==> config.mk <==
export PLATFORM = sky130hd
export DESIGN_NAME = ws2812_pulse_encoder
export DESIGN_NICKNAME = d
export VERILOG_FILES = /design/src/rtl/ws2812pe_pkg.sv /design/src/rtl/ws2812_pulse_encoder.sv /design/src/rtl/ws2812pe_scale.sv
export VERILOG_INCLUDE_DIRS = /design/src /design/src/rtl
export SDC_FILE = /design/constraint.sdc
export NUM_CORES = 1
export LEC_CHECK = 0
export ABC_AREA = 1
export BUFFER_PORTS_ARGS = -buffer_cell sky130_fd_sc_hd__buf_2
export CAP_MARGIN = 0
export CORE_MARGIN = 2
export CORE_UTILIZATION = 41
export CTS_BUF_LIST = sky130_fd_sc_hd__clkbuf_16
export DETAILED_ROUTE_END_ITERATION = 16
export PLACE_DENSITY_LB_ADDON = 0.08
export SYNTH_ARGS = -nofsm -noshare
export SYNTH_HDL_FRONTEND = slang
export SYNTH_SLANG_ARGS = --single-unit
==> constraint.sdc <==
create_clock -name clk -period 4.3 [get_ports clk]
set_input_delay 0.215 -clock clk [delete_from_list [all_inputs] [get_ports clk]]
set_output_delay 0.215 -clock clk [all_outputs]
set_load 0.02 [all_outputs]
==> src/rtl/ws2812_pulse_encoder_macros.svh <==
// Assertion macros shared by the pulse encoder RTL.
// No dependencies; included by the modules that carry assertions.
`ifndef WS2812_PULSE_ENCODER_MACROS_SVH
`define WS2812_PULSE_ENCODER_MACROS_SVH

// Checked while out of reset.
`define WPE_ASSERT(lbl, prop, msg) \
  lbl: assert property (@(posedge clk) disable iff (rst) prop) else $error(msg);

// Checked on every edge, reset included.
`define WPE_ASSERT_ALWAYS(lbl, prop, msg) \
  lbl: assert property (@(posedge clk) prop) else $error(msg);

`endif

==> src/rtl/ws2812pe_pkg.sv <==
// Types and constants of the WS2812 pulse encoder.
// No dependencies; imported by every module of the block.
package ws2812pe_pkg;

  localparam int unsigned CHAN_W = 8;
  localparam int unsigned TICK_W = 15;
  localparam int unsigned WORD_W = 3 * CHAN_W;
  localparam int unsigned CNT_W = 5;
  localparam int unsigned CFG_IDX_W = 3;

  // index of the last data symbol and of the reset symbol
  localparam logic [CNT_W-1:0] LAST_DATA_SYM = 5'd23;
  localparam logic [CNT_W-1:0] RESET_SYM = 5'd24;

  localparam logic [CHAN_W-1:0] FULL_BRIGHTNESS = 8'd255;

  // register indexes
  localparam logic [CFG_IDX_W-1:0] CFG_BRIGHTNESS = 3'd0;
  localparam logic [CFG_IDX_W-1:0] CFG_ONE_HIGH = 3'd1;
  localparam logic [CFG_IDX_W-1:0] CFG_ONE_LOW = 3'd2;
  localparam logic [CFG_IDX_W-1:0] CFG_ZERO_HIGH = 3'd3;
  localparam logic [CFG_IDX_W-1:0] CFG_ZERO_LOW = 3'd4;
  localparam logic [CFG_IDX_W-1:0] CFG_RESET_TICKS = 3'd5;

  // register reset values
  localparam logic [CHAN_W-1:0] BRIGHTNESS_RST = 8'd255;
  localparam logic [TICK_W-1:0] ONE_HIGH_RST = 15'd28;
  localparam logic [TICK_W-1:0] ONE_LOW_RST = 15'd24;
  localparam logic [TICK_W-1:0] ZERO_HIGH_RST = 15'd14;
  localparam logic [TICK_W-1:0] ZERO_LOW_RST = 15'd32;
  localparam logic [TICK_W-1:0] RESET_TICKS_RST = 15'd2000;

  typedef struct packed {
    logic [CHAN_W-1:0] red;
    logic [CHAN_W-1:0] green;
    logic [CHAN_W-1:0] blue;
    logic              last_pixel;
  } pixel_t;

  typedef struct packed {
    logic              first_level;
    logic [TICK_W-1:0] first_ticks;
    logic              second_level;
    logic [TICK_W-1:0] second_ticks;
    logic              symbol_last;
  } symbol_t;

  // scaled pixel in GRB order, handed to the serializer
  typedef struct packed {
    logic [WORD_W-1:0] grb;
    logic              last;
  } word_beat_t;

endpackage

==> src/rtl/ws2812_pulse_encoder.sv <==
// WS2812 pulse encoder: pixel in, 24 bit symbols (+ reset symbol) out.
// A beat is held in the scale stage, then in the serializer shift register, then in
// the output symbol register. One symbol per cycle unless sym_ready stalls: 24 per
// pixel, plus the reset symbol for a pixel that ends a frame.
// Reset (rst, synchronous): pipeline emptied, registers back to defaults.
// Depends on ws2812pe_pkg, ws2812pe_scale and ws2812_pulse_encoder_macros.svh.
`include "ws2812_pulse_encoder_macros.svh"

module ws2812_pulse_encoder import ws2812pe_pkg::*; (
  input  logic                 clk,
  input  logic                 rst,
  // configuration write port
  input  logic                 cfg_we,
  input  logic [CFG_IDX_W-1:0] cfg_index,
  input  logic [TICK_W-1:0]    cfg_data,
  // pixel beats
  input  logic                 pix_valid,
  output logic                 pix_ready,
  input  pixel_t               pix,
  // symbol beats
  output logic                 sym_valid,
  input  logic                 sym_ready,
  output symbol_t              sym
);

  // configuration registers
  logic [CHAN_W-1:0] brightness;
  logic [TICK_W-1:0] one_high_ticks;
  logic [TICK_W-1:0] one_low_ticks;
  logic [TICK_W-1:0] zero_high_ticks;
  logic [TICK_W-1:0] zero_low_ticks;
  logic [TICK_W-1:0] reset_ticks;

  // scaled pixel from the input stage
  logic       word_valid;
  logic       word_ready;
  word_beat_t word;

  // serializer state
  logic              busy;
  logic [CNT_W-1:0]  cnt;
  logic [WORD_W-1:0] shreg;
  logic              last_r;

  logic    adv;
  logic    fin;
  symbol_t sym_next;

  always_ff @(posedge clk) begin
    if (rst) begin
      brightness      <= BRIGHTNESS_RST;
      one_high_ticks  <= ONE_HIGH_RST;
      one_low_ticks   <= ONE_LOW_RST;
      zero_high_ticks <= ZERO_HIGH_RST;
      zero_low_ticks  <= ZERO_LOW_RST;
      reset_ticks     <= RESET_TICKS_RST;
    end else if (cfg_we) begin
      case (cfg_index)
        CFG_BRIGHTNESS:  brightness      <= cfg_data[CHAN_W-1:0];
        CFG_ONE_HIGH:    one_high_ticks  <= cfg_data;
        CFG_ONE_LOW:     one_low_ticks   <= cfg_data;
        CFG_ZERO_HIGH:   zero_high_ticks <= cfg_data;
        CFG_ZERO_LOW:    zero_low_ticks  <= cfg_data;
        CFG_RESET_TICKS: reset_ticks     <= cfg_data;
        default: begin
          // unmapped index: write dropped
        end
      endcase
    end
  end

  // Stage 1: scale and pack into GRB, held until the serializer takes it.
  ws2812pe_scale u_scale (
    .clk        (clk),
    .rst        (rst),
    .brightness (brightness),
    .pix_valid  (pix_valid),
    .pix_ready  (pix_ready),
    .pix        (pix),
    .word_valid (word_valid),
    .word_ready (word_ready),
    .word       (word)
  );

  // Stage 2: serializer. The output register moves when empty or drained.
  assign adv = !sym_valid || sym_ready;

  // Final symbol of the current pixel goes out this cycle: bit 23 for a
  // mid-frame pixel, the reset symbol for a frame-ending one.
  assign fin = busy && adv &&
               (((cnt == LAST_DATA_SYM) && !last_r) || (cnt == RESET_SYM));

  // Next pixel loads in the same cycle the current one finishes, so a waiting
  // pixel follows with no gap in the symbol stream.
  assign word_ready = !busy || fin;

  always_comb begin
    sym_next.second_level = 1'b0;
    if (cnt == RESET_SYM) begin
      sym_next.first_level  = 1'b0;
      sym_next.first_ticks  = reset_ticks;
      sym_next.second_ticks = '0;
      sym_next.symbol_last  = 1'b1;
    end else begin
      sym_next.first_level  = 1'b1;
      sym_next.first_ticks  = shreg[WORD_W-1] ? one_high_ticks : zero_high_ticks;
      sym_next.second_ticks = shreg[WORD_W-1] ? one_low_ticks : zero_low_ticks;
      sym_next.symbol_last  = (cnt == LAST_DATA_SYM) && !last_r;
    end
  end

  always_ff @(posedge clk) begin
    if (rst) begin
      busy      <= 1'b0;
      cnt       <= '0;
      sym_valid <= 1'b0;
    end else begin
      if (adv) begin
        sym_valid <= busy;
      end
      if (word_valid && word_ready) begin
        busy <= 1'b1;
        cnt  <= '0;
      end else if (fin) begin
        busy <= 1'b0;
        cnt  <= '0;
      end else if (busy && adv) begin
        cnt <= cnt + 1'b1;
      end
    end
  end

  // payload: MSB-first shift register and output symbol
  always_ff @(posedge clk) begin
    if (adv && busy) begin
      sym <= sym_next;
    end
    if (word_valid && word_ready) begin
      shreg  <= word.grb;
      last_r <= word.last;
    end else if (busy && adv) begin
      shreg <= {shreg[WORD_W-2:0], 1'b0};
    end
  end

  `WPE_ASSERT(a_reset_sym_at_end, busy && (cnt == RESET_SYM) |-> last_r, "reset sym mid-frame")
  `WPE_ASSERT(a_rst_sym_last, sym_valid && !sym.first_level |-> sym.symbol_last, "sym not last")
  `WPE_ASSERT(a_cnt_steps, busy && adv && !fin |=> busy && cnt == $past(cnt) + 1'b1, "cnt skipped")
  `WPE_ASSERT_ALWAYS(a_reset_empties, rst |=> !sym_valid && !busy && !word_valid, "pipe not empty")

endmodule

==> src/rtl/ws2812pe_scale.sv <==
// Input stage: brightness scaling and GRB packing into a one-beat holding register.
// Depends on ws2812pe_pkg.
module ws2812pe_scale import ws2812pe_pkg::*; (
  input  logic              clk,
  input  logic              rst,
  input  logic [CHAN_W-1:0] brightness,
  input  logic              pix_valid,
  output logic              pix_ready,
  input  pixel_t            pix,
  output logic              word_valid,
  input  logic              word_ready,
  output word_beat_t        word
);

  word_beat_t word_next;

  function automatic logic [CHAN_W-1:0] scale(input logic [CHAN_W-1:0] c,
                                              input logic [CHAN_W-1:0] br);
    logic [2*CHAN_W-1:0] prod;
    prod = c * br;
    if (br == FULL_BRIGHTNESS) begin
      return c;
    end
    return prod[2*CHAN_W-1:CHAN_W];
  endfunction

  assign pix_ready = !word_valid || word_ready;

  always_comb begin
    word_next.grb  = {scale(pix.green, brightness), scale(pix.red, brightness),
                      scale(pix.blue, brightness)};
    word_next.last = pix.last_pixel;
  end

  always_ff @(posedge clk) begin
    if (rst) begin
      word_valid <= 1'b0;
    end else if (pix_ready) begin
      word_valid <= pix_valid;
    end
  end

  always_ff @(posedge clk) begin
    if (pix_valid && pix_ready) begin
      word <= word_next;
    end
  end

endmodule
==> results of run 1 <==
[power by group]
| part | switching (mW) | leakage [nW] | internal [mW] |
|---|---|---|---|
| sequential | 0.0756 | 1.52 | 1.98 |
| clock | 0.751 | 0.284 | 0.772 |
| combinational | 2.99 | 6.39 | 1.86 |
| total | 3.82 | 8.20 | 4.61 |
[kinds of logic after synthesis]
| family | Yosys count | synth area share, % |
|---|---|---|
| AOI/OAI and AO/OA | 149 | 6.06 |
| adders and majority gates | 206 | 25.1 |
| xor gates and xnor gates | 11 | 0.718 |
| other | 1 | 0.0279 |
| buffers and inverters | 428 | 12.4 |
| and+or+nand+nor | 811 | 23.9 |
| DFF | 173 | 31.9 |
[timing repair]
item,CTS,global route
gates resized for setup,0,11
hold endpoints to repair,4,0
endpoints found under the setup margin,0,10
hold buffers,2,0
[how the worst max path moves through the flow]
stage	startpoint	end	slack (ps)	depth (start not counted)
2_1_floorplan	brightness[3]	u_scale.word[23]	230	19
3_3_place_gp	brightness[2]	u_scale.word[14]	200	20
3_5_place_dp	brightness[2]	u_scale.word[14]	140	20
4_1_cts	brightness[2]	u_scale.word[14]	100	20
5_1_grt	brightness[2]	u_scale.word[14]	-30	20
6_report	brightness[4]	u_scale.word[8]	190	17
[layout by cell type, fill, tap and decap left out, types with 7 or more instances in the layout]
cell type and n:
a21oi_1 39, a31oi_1 21, buf_12 7, buf_2 81, buf_4 23, clkbuf_16 18
dfxtp_1 90, edfxtp_1 82, fa_1 104, ha_1 99, inv_1 339, nand2_1 529
nand3_1 69, nor2_1 189, o21ai_0 67, o21bai_1 12, xnor2_1 8
[tightest hold or removal path: stages]
cell,delay [ps]
buf_2,80
inv_2,20
nand2_1,60
a21oi_1,60
[layer usage]
metal / vias up / global-route usage, % / part of all wire [%]
met5: - / 0 / 0.038
met4: 2 / 4.83 / 1.4
met3: 34 / 2.52 / 4.0
met2: 209 / 35.4 / 47
met1: 5080 / 28.6 / 48
li1: 5504 / - / -
[layout make-up]
cell class / count / area, um^2 / share of cell area (%)
Clock buffer: 17 / 425 / 2.83
Multi-Input combinational cell: 1178 / 7520 / 50.1
Inverter: 344 / 1290 / 8.62
Sequential cell: 173 / 4290 / 28.5
Timing Repair Buffer: 115 / 774 / 5.16
Tap cell: 442 / 553 / 3.68
Antenna cell: 3 / 7.51 / 0.0500
Clock inverter: 15 / 153 / 1.02
[registers in the layout, summed over array words and instances, names as in the netlist]
name,count
reset_ticks,15
u_scale.word_valid,1
u_scale.word,25
sym_valid,1
brightness,8
busy,1
cnt,5
sym,32
one_low_ticks,15
one_high_ticks,15
last_r,1
shreg,24
zero_low_ticks,15
zero_high_ticks,15
==> impl_metrics.json, run 1 <==
{
  "grt_pass1_wl_um": 56000,
  "h-tree-depth": 4,
  "grt_max_degree": 84,
  "rows": 66,
  "cts_root_buf": "clkbuf_16",
  "drive_gt1_share_pct": 9.07,
  "crit_path_end_kind": "flop",
  "r2r_slack_ps": 190,
  "clock_sinks": 173,
  "synth_common_cells": "nand2_1 (530), inv_1 (340), nor2_1 (190)",
  "hold_violations": 0,
  "crit_fanout": 26,
  "fin_tns_setup_ps": 0,
  "dp_cells": 2249,
  "clock_path_buffers": 2,
  "groute.usage.overall_pct": 20.9,
  "drtIter0Drc": 566,
  "power.total_mw": 8.43,
  "cts_buffers": 17,
  "fmax_ghz": 0.243,
  "min_to": "sym_valid",
  "power.density_nw_per_um2": 561,
  "cts_tree": "built",
  "ys_warn_count": 0,
  "die_h_um": 185,
  "initial_core_util_pct": 41.5,
  "via_per_inst": 4.74,
  "synth_cells": 1779,
  "vias": 10800,
  "fin_cells": 2287,
  "insertion_delay_ps": 440,
  "first_pass_iters": 5,
  "dpl_cell_area_um2": 14300,
  "antenna_found_initial": 4,
  "overflow": 0,
  "p_leak_nw": 8.20,
  "syn-num-nets": 2033,
  "clock_skew_ps": 14.4,
  "drc_errors": 0,
  "dp_hpwl_um": 25100,
  "worst_pin_slew_ps": 928,
  "synthMostInstantiatedCell": "nand2_1",
  "reg2reg_depth": 17,
  "die_area_um2": 34200,
  "totalWireLength_um": 34400,
  "final_area_um2": 15000,
  "io_pins": 83,
  "worstPathRequired_ps": 4500,
  "seq_area_frac_synth_pct": 31.9,
  "cts_setup_buffers": 0,
  "synth_top_area_cell": "edfxtp_1",
  "critPathMaxStageDelay_ps": 540,
  "wl_per_cell_um": 15.0,
  "synth_cell_types": 35,
  "min_from": "sym_ready",
  "syn_avg_cell_area_um2": 7.55,
  "path_buf_inv": 4,
  "port_buffers": 81,
  "hold-worst-slack_ps": 58.5,
  "relSlewSlack_pct": 38.0,
  "startpoint_type": "flop",
  "synth_area_leaders": "edfxtp_1 (18%), fa_1 (16%), nand2_1 (15%)",
  "syn_area_um2": 13400,
  "drv_slew": 0,
  "whs_path_depth": 4,
  "async_flop_share_pct": 0,
  "fillers": 3318,
  "peakVddDrop_mv": 0.452,
  "max_cap_violations": 0,
  "cp_top_family": "adder cells",
  "yosys.area.top_type_share_pct": 18.3,
  "worstReg2RegEnd": "u_scale.word[8]",
  "outcome": "finished clean",
  "fin_crit_sh_pct": 95.6,
  "timing.rr.start": "brightness[4]",
  "drtAntennaViolNets": 0,
  "cts.clk_slew.worst_paths_ps": 80,
  "finalSetupViolations": 0,
  "worstPathArrival_ps": 4310,
  "synth_seq_cells": 173,
  "grt_pass1_vias": 10700,
  "die_w_um": 185,
  "area_growth_pct": 11.9,
  "period_needed_ps": 4110,
  "gp_congestion": 0.916,
  "postLayoutCoreUtil_pct": 46.4,
  "synth_edf_count": 82,
  "slowest_stage": "fa_1",
  "cp_common_cell": "fa_1",
  "worst_slack_ps": 189,
  "worst-setup-path-type": "reg2reg",
  "hold_path.class": "in2reg",
  "place_ws_ps": 137,
  "core_region_area_um2": 32400,
  "crit_path_cell_trace": "buf_12 > nand2_1 > inv_1 > fa_1 > fa_1 > fa_1 > inv_1 > fa_1 > inv_1 > ha_1 > a21o_1 > nand3_1 > nand2_1 > a21oi_2 > nand3_1 > nand3_1 > nand2_1",
  "nets": 2083,
  "synth_top_flop_cell": "dfxtp_1"
}
Power figures use the tool's default switching activity.
==> inputs of run 2 (changes only) <==
--- a/config.mk
+++ b/config.mk
@@ -10,10 +10,9 @@
 export BUFFER_PORTS_ARGS = -buffer_cell sky130_fd_sc_hd__buf_2
 export CAP_MARGIN = 0
 export CORE_MARGIN = 2
-export CORE_UTILIZATION = 41
+export CORE_UTILIZATION = 40
 export CTS_BUF_LIST = sky130_fd_sc_hd__clkbuf_16
 export DETAILED_ROUTE_END_ITERATION = 16
-export PLACE_DENSITY_LB_ADDON = 0.08
 export SYNTH_ARGS = -nofsm -noshare
 export SYNTH_HDL_FRONTEND = slang
 export SYNTH_SLANG_ARGS = --single-unit
==> constraint.sdc (replaced) <==
create_clock -name clk -period 4.76 [get_ports clk]
set_input_delay 0.238 -clock clk [delete_from_list [all_inputs] [get_ports clk]]
set_output_delay 0.238 -clock clk [all_outputs]
set_load 0.02 [all_outputs]
==> impl_metrics.json, run 2 (synthesis results as in run 1) <==
{
  "multi_input_area_um2": 7480,
  "hold_path.class": "in2reg",
  "cts_setup_buffers": 0,
  "core_region_area_um2": 33300,
  "gp_congestion": 0.853,
  "path_buf_inv": 4,
  "hold_violations": 0,
  "fillers": 3419,
  "grt_pass1_wl_um": 54300,
  "groute.usage.overall_pct": 19.2,
  "antenna_found_initial": 2,
  "grt_max_degree": 85,
  "drive_gt1_share_pct": 8.12,
  "intPower_mw": 4.08,
  "port_buffers": 81,
  "layout_commonest_cell": "nand2_1",
  "largest_reg_flops": 32,
  "finalSetupViolations": 0,
  "drtAntennaViolNets": 0,
  "power.total_mw": 7.37,
  "vias": 11000,
  "overflow": 0,
  "first_pass_iters": 5,
  "die_h_um": 187,
  "p_leak_nw": 8.10,
  "worstPathRequired_ps": 4940,
  "postLayoutCoreUtil_pct": 44.5,
  "relSlewSlack_pct": 22.5,
  "outcome": "finished clean",
  "worst-setup-path-type": "reg2reg",
  "cts_buffers": 17,
  "p_switching_mw": 3.29,
  "p_comb_share_pct": 57.0,
  "largestRegisters": "sym: 32 flops, u_scale.word: 25 flops, shreg: 24 flops",
  "antenna_cells": 0,
  "nets": 2077,
  "seq_area_um2": 4290,
  "drtIter0Drc": 686,
  "pwr-share-seq_pct": 25.1,
  "startpoint_type": "flop",
  "critPathMaxStageDelay_ps": 710,
  "cts_tree": "built",
  "worst_pin_slew_ps": 1160,
  "rsz0062_at_grt": "false",
  "h-tree-depth": 4,
  "power.density_nw_per_um2": 498,
  "wl_per_cell_um": 14.3,
  "insertion_delay_ps": 430,
  "area_growth_pct": 10.3,
  "crit_fanout": 13,
  "via_per_inst": 4.79,
  "clock_path_buffers": 2,
  "drc_errors": 0,
  "crit_path_end_kind": "flop",
  "clock_sinks": 173,
  "top_register": "sym",
  "cts_root_buf": "clkbuf_16",
  "fmax_ghz": 0.232,
  "dp_hpwl_um": 23500,
  "drv_slew": 0,
  "slowest_stage": "dfxtp_1",
  "clock_skew_ps": 11.1,
  "fin_crit_sh_pct": 90.6,
  "grt_pass1_vias": 10800,
  "period_needed_ps": 4310,
  "io_pins": 83,
  "p_sw_share_pct": 44.7,
  "peakVddDrop_mv": 0.214,
  "rows": 67,
  "die_w_um": 187,
  "dp_cells": 2250,
  "worstPathArrival_ps": 4490,
  "power_frac_clock_pct": 17.9,
  "initial_core_util_pct": 40.3,
  "mostFrequentLayoutCells": "nand2_1 (530), inv_1 (340), nor2_1 (190)",
  "totalWireLength_um": 32700,
  "cts.clk_slew.worst_paths_ps": 80,
  "cp_top_family": "adder cells",
  "die_area_um2": 35000,
  "crit_path_cell_trace": "nand2_1 > inv_1 > fa_1 > fa_1 > fa_1 > inv_1 > fa_1 > inv_1 > ha_1 > a21oi_1 > nand2_1 > inv_1 > nor2_1 > nor2_1 > nand3_1 > nand3_1 > nand2_1",
  "fin_tns_setup_ps": 0,
  "max_cap_violations": 0,
  "fin_cells": 2284
}
-- run 2: repair_timing --
item,4_1_cts,5_1_grt
hold buffers,2,0
resized for setup,0,1
hold endpoints to repair,2,0
endpoints found under the setup margin,0,1
-- run 2: worst paths after layout --
kind / end / cells after the start / from / slack [ps]
worst max-delay path: u_scale.word[7] / 17 / brightness[2] / 450
worst min register to register: last_r / 0 / u_scale.word[0] / 430
worst min-delay path: sym_valid / 4 / sym_ready / 100
worst max register to register: u_scale.word[7] / 17 / brightness[2] / 450
-- run 2: layout make-up --
type / instances / area share, %
multi-input combinational: 1178 / 50.6
sequential: 173 / 29.0
inverter: 344 / 8.74
timing repair buffer: 109 / 4.28
tap: 448 / 3.79
clock buffer: 17 / 2.87
clock inverter: 15 / 0.803
-- run 2: worst reg2reg max path: cells and delay by family, from the launching register on --
kind / cells / cell delay (ps)
DFF: 1 / 710
AOI/OAI and AO/OA: 1 / 240
buffers and inverters: 4 / 300
adders and majority gates: 5 / 2230
and+or+nand+nor: 7 / 590
-- run 2: per-stage QoR --
stage	hold slack (ps)	instance area, um^2	worst slack (ps)
floorplan	307	13400	693
global placement	405	14200	387
detailed placement	407	14200	372
CTS	71.7	14800	348
global route	111	14800	86.9
finish	95.8	14800	448
-- run 2: layer usage --
| metal | share of wire (%) | routed length [um] | vias up | global-route usage [%] |
|---|---|---|---|---|
| met4 | 1.2 | 399 | 4 | 4.98 |
| met1 | 47 | 15400 | 5182 | 25.8 |
| met3 | 4.4 | 1450 | 28 | 2.70 |
| met2 | 47 | 15400 | 262 | 32.5 |
| li1 | - | - | 5475 | - |
| met5 | 0.073 | 24 | - | 0 |
-- run 2: power by group through the flow --
| stage | Combinational [mW] | Sequential, mW | Clock [mW] |
|---|---|---|---|
| finish | 4.20 | 1.85 | 1.32 |
| global route | 4.92 | 1.86 | 1.40 |
| CTS | 4.21 | 1.85 | 1.34 |
| detailed placement | 4.17 | 1.89 | 0 |
| global placement | 4.14 | 1.88 | 0 |
| floorplan | 3.27 | 1.88 | 0 |
